==> config.mk <==
export PLATFORM = sky130hd
export DESIGN_NAME = integer_field_formatter
export DESIGN_NICKNAME = d
export VERILOG_FILES = /design/src/design/iff_pkg.sv /design/src/design/integer_field_formatter.sv
export VERILOG_INCLUDE_DIRS = /design/src /design/src/design
export SDC_FILE = /design/constraint.sdc
export NUM_CORES = 1
export LEC_CHECK = 0
export ABC_AREA = 1
export BUFFER_PORTS_ARGS = -buffer_cell sky130_fd_sc_hd__buf_2
export CAP_MARGIN = 20
export CORE_UTILIZATION = 32
export DETAILED_ROUTE_END_ITERATION = 8
export HOLD_SLACK_MARGIN = 0.12
export PLACE_DENSITY = 0.52
export SLEW_MARGIN = 40
export SYNTH_ARGS = -nofsm -noshare
export SYNTH_HDL_FRONTEND = slang
export SYNTH_SLANG_ARGS = --single-unit
==> constraint.sdc <==
create_clock -name clk -period 5.55 [get_ports clk]
set_input_delay 1.11 -clock clk [delete_from_list [all_inputs] [get_ports clk]]
set_output_delay 1.11 -clock clk [all_outputs]
set_load 0.01 [all_outputs]
==> src/design/integer_field_formatter_assert.svh <==
// Assertion macros shared by the formatter RTL.
// Each macro expects signals named clk and arst_n in the calling scope.
`ifndef INTEGER_FIELD_FORMATTER_ASSERT_SVH
`define INTEGER_FIELD_FORMATTER_ASSERT_SVH

// Check a condition in the same cycle as its trigger
`define IFF_ASSERT_NOW(label, ante, cons, msg) \
	label: assert property (@(posedge clk) disable iff (!arst_n) (ante) |-> (cons)) \
		else $error(msg);

// Check a condition in the cycle after its trigger
`define IFF_ASSERT_NEXT(label, ante, cons, msg) \
	label: assert property (@(posedge clk) disable iff (!arst_n) (ante) |=> (cons)) \
		else $error(msg);

`endif

==> src/design/iff_pkg.sv <==
package iff_pkg;

	// Conversion kinds
	localparam logic [2:0] CONV_SDEC = 3'd0;
	localparam logic [2:0] CONV_UDEC = 3'd1;
	localparam logic [2:0] CONV_OCT  = 3'd2;
	localparam logic [2:0] CONV_HEXL = 3'd3;
	localparam logic [2:0] CONV_HEXU = 3'd4;

	// ASCII codes
	localparam logic [6:0] CH_SPACE = 7'h20;
	localparam logic [6:0] CH_PLUS  = 7'h2B;
	localparam logic [6:0] CH_MINUS = 7'h2D;
	localparam logic [6:0] CH_ZERO  = 7'h30;
	localparam logic [6:0] CH_UA    = 7'h41;
	localparam logic [6:0] CH_LA    = 7'h61;

	typedef struct packed {
		logic [31:0] value;
		logic [2:0]  conversion;
		logic        left_align;
		logic        force_plus;
		logic        zero_fill;
		logic        blank_sign;
		logic [5:0]  field_width;
		logic [5:0]  min_precision;
	} fmt_in_t;

	typedef struct packed {
		logic [6:0] char_code;
		logic       last_char;
	} fmt_out_t;

	// Map one digit 0..15 to its ASCII character
	function automatic logic [6:0] digit_char(input logic [3:0] d, input logic upper);
		logic [6:0] r;
		if (d < 4'd10) begin
			r = CH_ZERO + {3'b000, d};
		end else if (upper) begin
			r = CH_UA + {3'b000, d} - 7'd10;
		end else begin
			r = CH_LA + {3'b000, d} - 7'd10;
		end
		return r;
	endfunction

endpackage

==> src/design/integer_field_formatter.sv <==
// Formats one integer as printf-style text (%d, %u, %o, %x, %X with width, precision, '-',
// '+', ' ' and '0' flags) and returns it one ASCII character per transaction, the final
// character flagged by last_char. An item is taken only while the block is idle. Decimal
// items first pass all VALUE_BITS value bits through a shift-and-add-3 BCD converter; every
// kind then scans the digit slots for the leading digit ((VALUE_BITS+2)/3 slots at most),
// passes one setup state, and emits one character per cycle while the result side does not
// stall. Codes 5 to 7 are accepted and produce no characters.
`include "integer_field_formatter_assert.svh"

module integer_field_formatter #(
	parameter int MAX_FIELD_WIDTH = 63,
	parameter int VALUE_BITS      = 32
) (
	input  logic             clk,
	input  logic             arst_n,
	input  logic             src_valid,
	output logic             src_stall,
	input  iff_pkg::fmt_in_t src_item,
	output logic             res_valid,
	input  logic             res_stall,
	output iff_pkg::fmt_out_t res_item
);
	import iff_pkg::*;

	localparam int NDIG = (VALUE_BITS + 2) / 3;
	localparam int IW   = $clog2(NDIG);
	localparam int BW   = $clog2(VALUE_BITS + 1);
	localparam int WW   = $clog2(MAX_FIELD_WIDTH + NDIG + 2);

	localparam logic [3:0] S_IDLE   = 4'd0;
	localparam logic [3:0] S_DABBLE = 4'd1;
	localparam logic [3:0] S_SCAN   = 4'd2;
	localparam logic [3:0] S_SETUP  = 4'd3;
	localparam logic [3:0] S_LPAD   = 4'd4;
	localparam logic [3:0] S_SIGN   = 4'd5;
	localparam logic [3:0] S_ZPAD   = 4'd6;
	localparam logic [3:0] S_DIGIT  = 4'd7;
	localparam logic [3:0] S_RPAD   = 4'd8;

	logic [3:0]            state_q;
	logic [3:0]            dig_q [NDIG];
	logic [VALUE_BITS-1:0] vsh_q;
	logic [BW-1:0]         bit_cnt_q;
	logic [IW-1:0]         idx_q;
	logic [WW-1:0]         cnt_q;
	logic                  upper_q;
	logic                  left_q;
	logic                  zero_q;
	logic                  has_sym_q;
	logic [6:0]            sym_q;
	logic [5:0]            fw_q;
	logic [5:0]            prec_q;
	logic                  res_valid_q;
	fmt_out_t              res_item_q;

	// Operand view at VALUE_BITS
	logic [VALUE_BITS+31:0]  vcat;
	logic [VALUE_BITS-1:0]   vin;
	logic                    vneg;
	logic [VALUE_BITS-1:0]   vmag;
	logic [NDIG*4-1:0]       vpad;
	logic [3:0]              adj [NDIG];

	assign vcat = {{VALUE_BITS{1'b0}}, src_item.value};
	assign vin  = vcat[VALUE_BITS-1:0];
	assign vneg = (src_item.conversion == CONV_SDEC) && vin[VALUE_BITS-1];
	assign vmag = vneg ? (~vin + VALUE_BITS'(1)) : vin;
	assign vpad = (NDIG*4)'(vin);

	// Add three to every BCD digit of five or more before the shift
	always_comb begin
		for (int i = 0; i < NDIG; i++) begin
			adj[i] = (dig_q[i] >= 4'd5) ? dig_q[i] + 4'd3 : dig_q[i];
		end
	end

	// Field geometry from digit count, sign and requested width
	logic [WW-1:0] req_w;
	logic [WW-1:0] len2;
	logic [WW-1:0] width_c;
	logic [WW-1:0] pad_c;

	always_comb begin
		req_w = (fw_q > prec_q) ? WW'(fw_q) : WW'(prec_q);
		if (req_w > WW'(MAX_FIELD_WIDTH)) begin
			req_w = WW'(MAX_FIELD_WIDTH);
		end
		len2    = WW'(idx_q) + WW'(1) + WW'(has_sym_q);
		width_c = (req_w > len2) ? req_w : len2;
		pad_c   = width_c - len2;
	end

	// Character for the current emit state
	logic       emitting;
	logic       out_free;
	logic       go;
	logic [6:0] char_c;
	logic       last_c;

	assign emitting = (state_q == S_LPAD) || (state_q == S_SIGN) || (state_q == S_ZPAD) ||
		(state_q == S_DIGIT) || (state_q == S_RPAD);
	assign out_free = !res_valid_q || !res_stall;
	assign go       = emitting && out_free;

	always_comb begin
		char_c = CH_SPACE;
		last_c = 1'b0;
		unique case (state_q)
			S_LPAD:  char_c = CH_SPACE;
			S_SIGN:  char_c = sym_q;
			S_ZPAD:  char_c = CH_ZERO;
			S_DIGIT: begin
				char_c = digit_char(dig_q[idx_q], upper_q);
				last_c = (idx_q == '0) && !(left_q && (cnt_q != '0));
			end
			S_RPAD: begin
				char_c = CH_SPACE;
				last_c = (cnt_q == WW'(1));
			end
			default: begin
				char_c = CH_SPACE;
				last_c = 1'b0;
			end
		endcase
	end

	// Sequencer: take item, convert, scan, then walk the field segments
	always_ff @(posedge clk or negedge arst_n) begin
		if (!arst_n) begin
			state_q <= S_IDLE;
		end else begin
			unique case (state_q)
				S_IDLE: begin
					if (src_valid) begin
						case (src_item.conversion) inside
							CONV_SDEC, CONV_UDEC: state_q <= S_DABBLE;
							CONV_OCT, CONV_HEXL, CONV_HEXU: state_q <= S_SCAN;
							default: state_q <= S_IDLE;
						endcase
					end
				end
				S_DABBLE: begin
					if (bit_cnt_q == BW'(1)) begin
						state_q <= S_SCAN;
					end
				end
				S_SCAN: begin
					if ((dig_q[idx_q] != 4'd0) || (idx_q == '0)) begin
						state_q <= S_SETUP;
					end
				end
				S_SETUP: begin
					if (!left_q && !zero_q && (pad_c != '0)) begin
						state_q <= S_LPAD;
					end else if (has_sym_q) begin
						state_q <= S_SIGN;
					end else if (!left_q && zero_q && (pad_c != '0)) begin
						state_q <= S_ZPAD;
					end else begin
						state_q <= S_DIGIT;
					end
				end
				S_LPAD: begin
					if (go && (cnt_q == WW'(1))) begin
						state_q <= has_sym_q ? S_SIGN : S_DIGIT;
					end
				end
				S_SIGN: begin
					if (go) begin
						state_q <= (!left_q && zero_q && (cnt_q != '0)) ? S_ZPAD : S_DIGIT;
					end
				end
				S_ZPAD: begin
					if (go && (cnt_q == WW'(1))) begin
						state_q <= S_DIGIT;
					end
				end
				S_DIGIT: begin
					if (go && (idx_q == '0)) begin
						state_q <= (left_q && (cnt_q != '0)) ? S_RPAD : S_IDLE;
					end
				end
				S_RPAD: begin
					if (go && (cnt_q == WW'(1))) begin
						state_q <= S_IDLE;
					end
				end
				default: state_q <= S_IDLE;
			endcase
		end
	end

	// Datapath: digit store, shifter, counters and item flags
	always_ff @(posedge clk) begin
		unique case (state_q) inside
			S_IDLE: begin
				if (src_valid) begin
					vsh_q     <= vmag;
					bit_cnt_q <= BW'(VALUE_BITS);
					idx_q     <= IW'(NDIG - 1);
					upper_q   <= (src_item.conversion == CONV_HEXU);
					left_q    <= src_item.left_align;
					zero_q    <= src_item.zero_fill;
					fw_q      <= src_item.field_width;
					prec_q    <= src_item.min_precision;
					has_sym_q <= vneg || src_item.force_plus || src_item.blank_sign;
					sym_q     <= vneg ? CH_MINUS : (src_item.force_plus ? CH_PLUS : CH_SPACE);
					for (int i = 0; i < NDIG; i++) begin
						case (src_item.conversion) inside
							CONV_OCT: dig_q[i] <= {1'b0, vpad[3*i +: 3]};
							CONV_HEXL, CONV_HEXU: dig_q[i] <= vpad[4*i +: 4];
							default: dig_q[i] <= 4'd0;
						endcase
					end
				end
			end
			S_DABBLE: begin
				dig_q[0] <= {adj[0][2:0], vsh_q[VALUE_BITS-1]};
				for (int i = 1; i < NDIG; i++) begin
					dig_q[i] <= {adj[i][2:0], adj[i-1][3]};
				end
				vsh_q     <= {vsh_q[VALUE_BITS-2:0], 1'b0};
				bit_cnt_q <= bit_cnt_q - BW'(1);
			end
			S_SCAN: begin
				if ((dig_q[idx_q] == 4'd0) && (idx_q != '0)) begin
					idx_q <= idx_q - IW'(1);
				end
			end
			S_SETUP: begin
				cnt_q <= pad_c;
			end
			S_LPAD, S_ZPAD, S_RPAD: begin
				if (go) begin
					cnt_q <= cnt_q - WW'(1);
				end
			end
			S_DIGIT: begin
				if (go && (idx_q != '0)) begin
					idx_q <= idx_q - IW'(1);
				end
			end
			default: begin
			end
		endcase
	end

	// Output register: load on emit, drop when taken
	always_ff @(posedge clk or negedge arst_n) begin
		if (!arst_n) begin
			res_valid_q <= 1'b0;
		end else if (go) begin
			res_valid_q <= 1'b1;
		end else if (!res_stall) begin
			res_valid_q <= 1'b0;
		end
	end

	always_ff @(posedge clk) begin
		if (go) begin
			res_item_q.char_code <= char_c;
			res_item_q.last_char <= last_c;
		end
	end

	assign src_stall = (state_q != S_IDLE);
	assign res_valid = res_valid_q;
	assign res_item  = res_item_q;

	`IFF_ASSERT_NEXT(a_dabble_done, (state_q == S_DABBLE) && (bit_cnt_q == BW'(1)), state_q == S_SCAN, "BCD conversion did not end after the last bit")
	`IFF_ASSERT_NOW(a_pad_nonzero, (state_q == S_LPAD) || (state_q == S_ZPAD) || (state_q == S_RPAD), cnt_q != '0, "padding state entered with no padding left")
	`IFF_ASSERT_NEXT(a_last_ends, go && last_c, state_q == S_IDLE, "final character emitted but sequencer still busy")
	`IFF_ASSERT_NOW(a_emit_flag, go && (state_q != S_DIGIT) && (state_q != S_RPAD), !last_c, "final marker set on a leading character")

endmodule
==> results_dict.tcl <==
set metrics [dict create \
    dieArea_um2 28100 \
    critPathMaxFanout 12 \
    status "finished clean" \
    clockBufferDepth 2 \
    relSlewSlack_pct 46.9 \
    fillers 2800 \
    layout_common_cells "nand2_1 (248), inv_1 (147), edfxtp_1 (120)" \
    ys_warn_count 0 \
    synth_cells 1092 \
    port_buffers 64 \
    post_cts_resize_count 0 \
    final_layout_size_suffix_gt1_share_pct 11.5 \
    postRouteAntennaNets 0 \
    drtIter0Drc 509 \
    synth_edf_count 120 \
    diodes 0 \
    yosys_register_bits 129 \
    htree_levels 4 \
    synthArstFlopShare_pct 3.88 \
    setup_tns_ns 0 \
    finalNetCount 1256 \
    die_w_um 168 \
    final_common_cell "nand2_1" \
    num_io_pins 65 \
    crit_slowest_cell "edfxtp_1" \
    drc 0 \
    cp-start-kind "flip-flop" \
    start_util_pct 32.6 \
    grt_start_max_net_pins 69 \
    worstSetupEndpointType "flip-flop" \
    synth-main-ff-cell "edfxtp_1" \
    tightest_slew_ns 0.795 \
    die-height_um 168 \
    yosysSeqAreaShare_pct 43.4 \
    grt_overflow 0 \
    clk_pin_slew_ns 0.06 \
    maxSlewViolCount 0 \
    required_ns 5.86 \
    syn_nets 1197 \
    fmax_mhz 229 \
    cts_root_buf "clkbuf_16" \
    rsz0062_at_grt "false" \
    gp_congestion 0.819 \
    path_class "flip-flop to flip-flop" \
    cpMostUsedCell "nand2_1" \
    area.sequential_um2 3810 \
    wl_per_cell_um 15.1 \
    hold_viol 0 \
    timing.final.crit_share_pct 78.6 \
    grt_pass1_wl_um 37700 \
    grt_pass1_vias 7401 \
    yosysUniqueCellTypes 45 \
    row_count 60 \
    fin_skew_ns 0.0117 \
    viasPerCell 4.98 \
    dr.pass1.iters 7 \
    tritoncts "built" \
    multi_input_area_um2 4260 \
    min_period_ns 4.36 \
    hpwlAfterDp_um 16500 \
    cp.arrival_ns 4.68 \
    final-setup-viol-count 0 \
    ir_drop_mv 0.244 \
    p_leak_uw 0.00441 \
    wl_um 22700 \
    power.density_nw_per_um2 613 \
    postSynthAreaPerCell_um2 8.04 \
    syn-cell-area_um2 8780 \
    clk_latency_ns 0.43 \
    cts_hold_buf 0 \
    holdWs_ns 0.498 \
    max_stage_delay_ns 0.41 \
    cts_sinks 129 \
    maxCapViolations 0 \
    track_usage_pct 16.9 \
    syn2layout_area_growth_pct 14.8 \
    post_cts_buffers 0 \
    antenna_found_initial 0 \
    core_area_um2 27000 \
    vias 7491 \
    cts-buffers-inserted 17 \
    holdCritPathClass "input port to async pin" \
]
## state kept, by name, indices dropped and copies added (netlist names), named ones only
signal / flops
res_item: 8
dig_q: 44
state_q: 4
left_q: 1
has_sym_q: 1
vsh_q: 32
sym_q: 3
cnt_q: 7
zero_q: 1
upper_q: 1
res_valid: 1
bit_cnt_q: 6
fw_q: 6
prec_q: 6
idx_q: 4
## worst paths after layout
check / startpoint / depth (start not counted) / to / slack [ns]
worst max-delay path: fw_q[5]$_DFFE_PP_ / 30 / state_q[0]$_DFFE_PN0P_ / 1.19
worst min-delay path: arst_n / 1 / res_valid$_DFFE_PN0P_ / 0.50
worst max register to register: fw_q[5]$_DFFE_PP_ / 30 / state_q[0]$_DFFE_PN0P_ / 1.19
worst min register to register: state_q[2]$_DFFE_PN0P_ / 2 / state_q[2]$_DFFE_PN0P_ / 0.52
max in group asynchronous: arst_n / 1 / state_q[0]$_DFFE_PN0P_ / 4.92
min in group clk: state_q[2]$_DFFE_PN0P_ / 2 / state_q[2]$_DFFE_PN0P_ / 0.52
## routing by layer
metal | GRT usage, % | vias up | part of all wire [%]
met5 | 0 | - | 0
met4 | 4.27 | 0 | 0.97
met3 | 3.19 | 19 | 4.4
met2 | 28.0 | 153 | 46
met1 | 22.4 | 3477 | 48
li1 | - | 3842 | -
## synthesized netlist by cell type (11+ instances only)
cell type	count	area [um2]
edfxtp_1	120	3600
inv_1	149	559
ha_1	49	613
xor2_1	27	236
buf_2	13	65.1
nand3_1	66	330
o32ai_1	13	114
clkbuf_1	16	60.1
o211ai_1	14	105
a21oi_1	51	255
nor3_1	20	100
nand4_1	11	68.8
nor2_1	81	304
nand2_1	250	938
o21ai_0	116	581
## cells by family after synthesis
family,after synthesis,synth area share [%]
fa+ha+maj,50,7.21
mux,1,0.114
xor+xnor,32,3.19
compound gates,236,15.5
flops,129,43.4
simple gates,458,22.4
buf+inv,186,8.22
## critical path: cells and delay by family (launching register included)
family	cells	cell delay (ns)
AO/OA/AOI/OAI	5	0.62
adder cells (fa/ha/maj)	4	1.26
buffers and inverters	1	0.03
flip-flops	1	0.41
AND/OR/NAND/NOR	20	1.95
## power breakdown
part / leakage (uW) / total, uW / internal (uW) / switching (uW)
clock network: 0.000302 / 1230 / 758 / 476
registers: 0.00123 / 2030 / 1740 / 294
logic: 0.00287 / 2910 / 973 / 1940
## per-stage QoR
| stage | instances | setup slack, ns | utilization, % | instance area (um2) | total power [uW] |
|---|---|---|---|---|---|
| after floorplan | 1092 | 1.66 | - | 8780 | 4190 |
| after global placement | 1473 | 1.31 | 35.0 | 9440 | 4940 |
| after detailed placement | 1473 | 1.19 | 35.1 | 9450 | 4960 |
| after CTS | 1505 | 1.19 | 37.4 | 10100 | 6220 |
| after global routing | 1505 | 0.640 | 37.4 | 10100 | 6740 |
| final | 1505 | 1.19 | 37.4 | 10100 | 6180 |
## cell type report
type                            count  share of cell area (%)
Multi-Input combinational cell    777                    42.2
Sequential cell                   129                    37.8
Inverter                          155                    5.77
Tap cell                          341                    4.23
Clock buffer                       17                    4.22
Timing Repair Buffer               71                    3.70
Clock inverter                     15                    2.07
(Power assumes the default switching activity.)
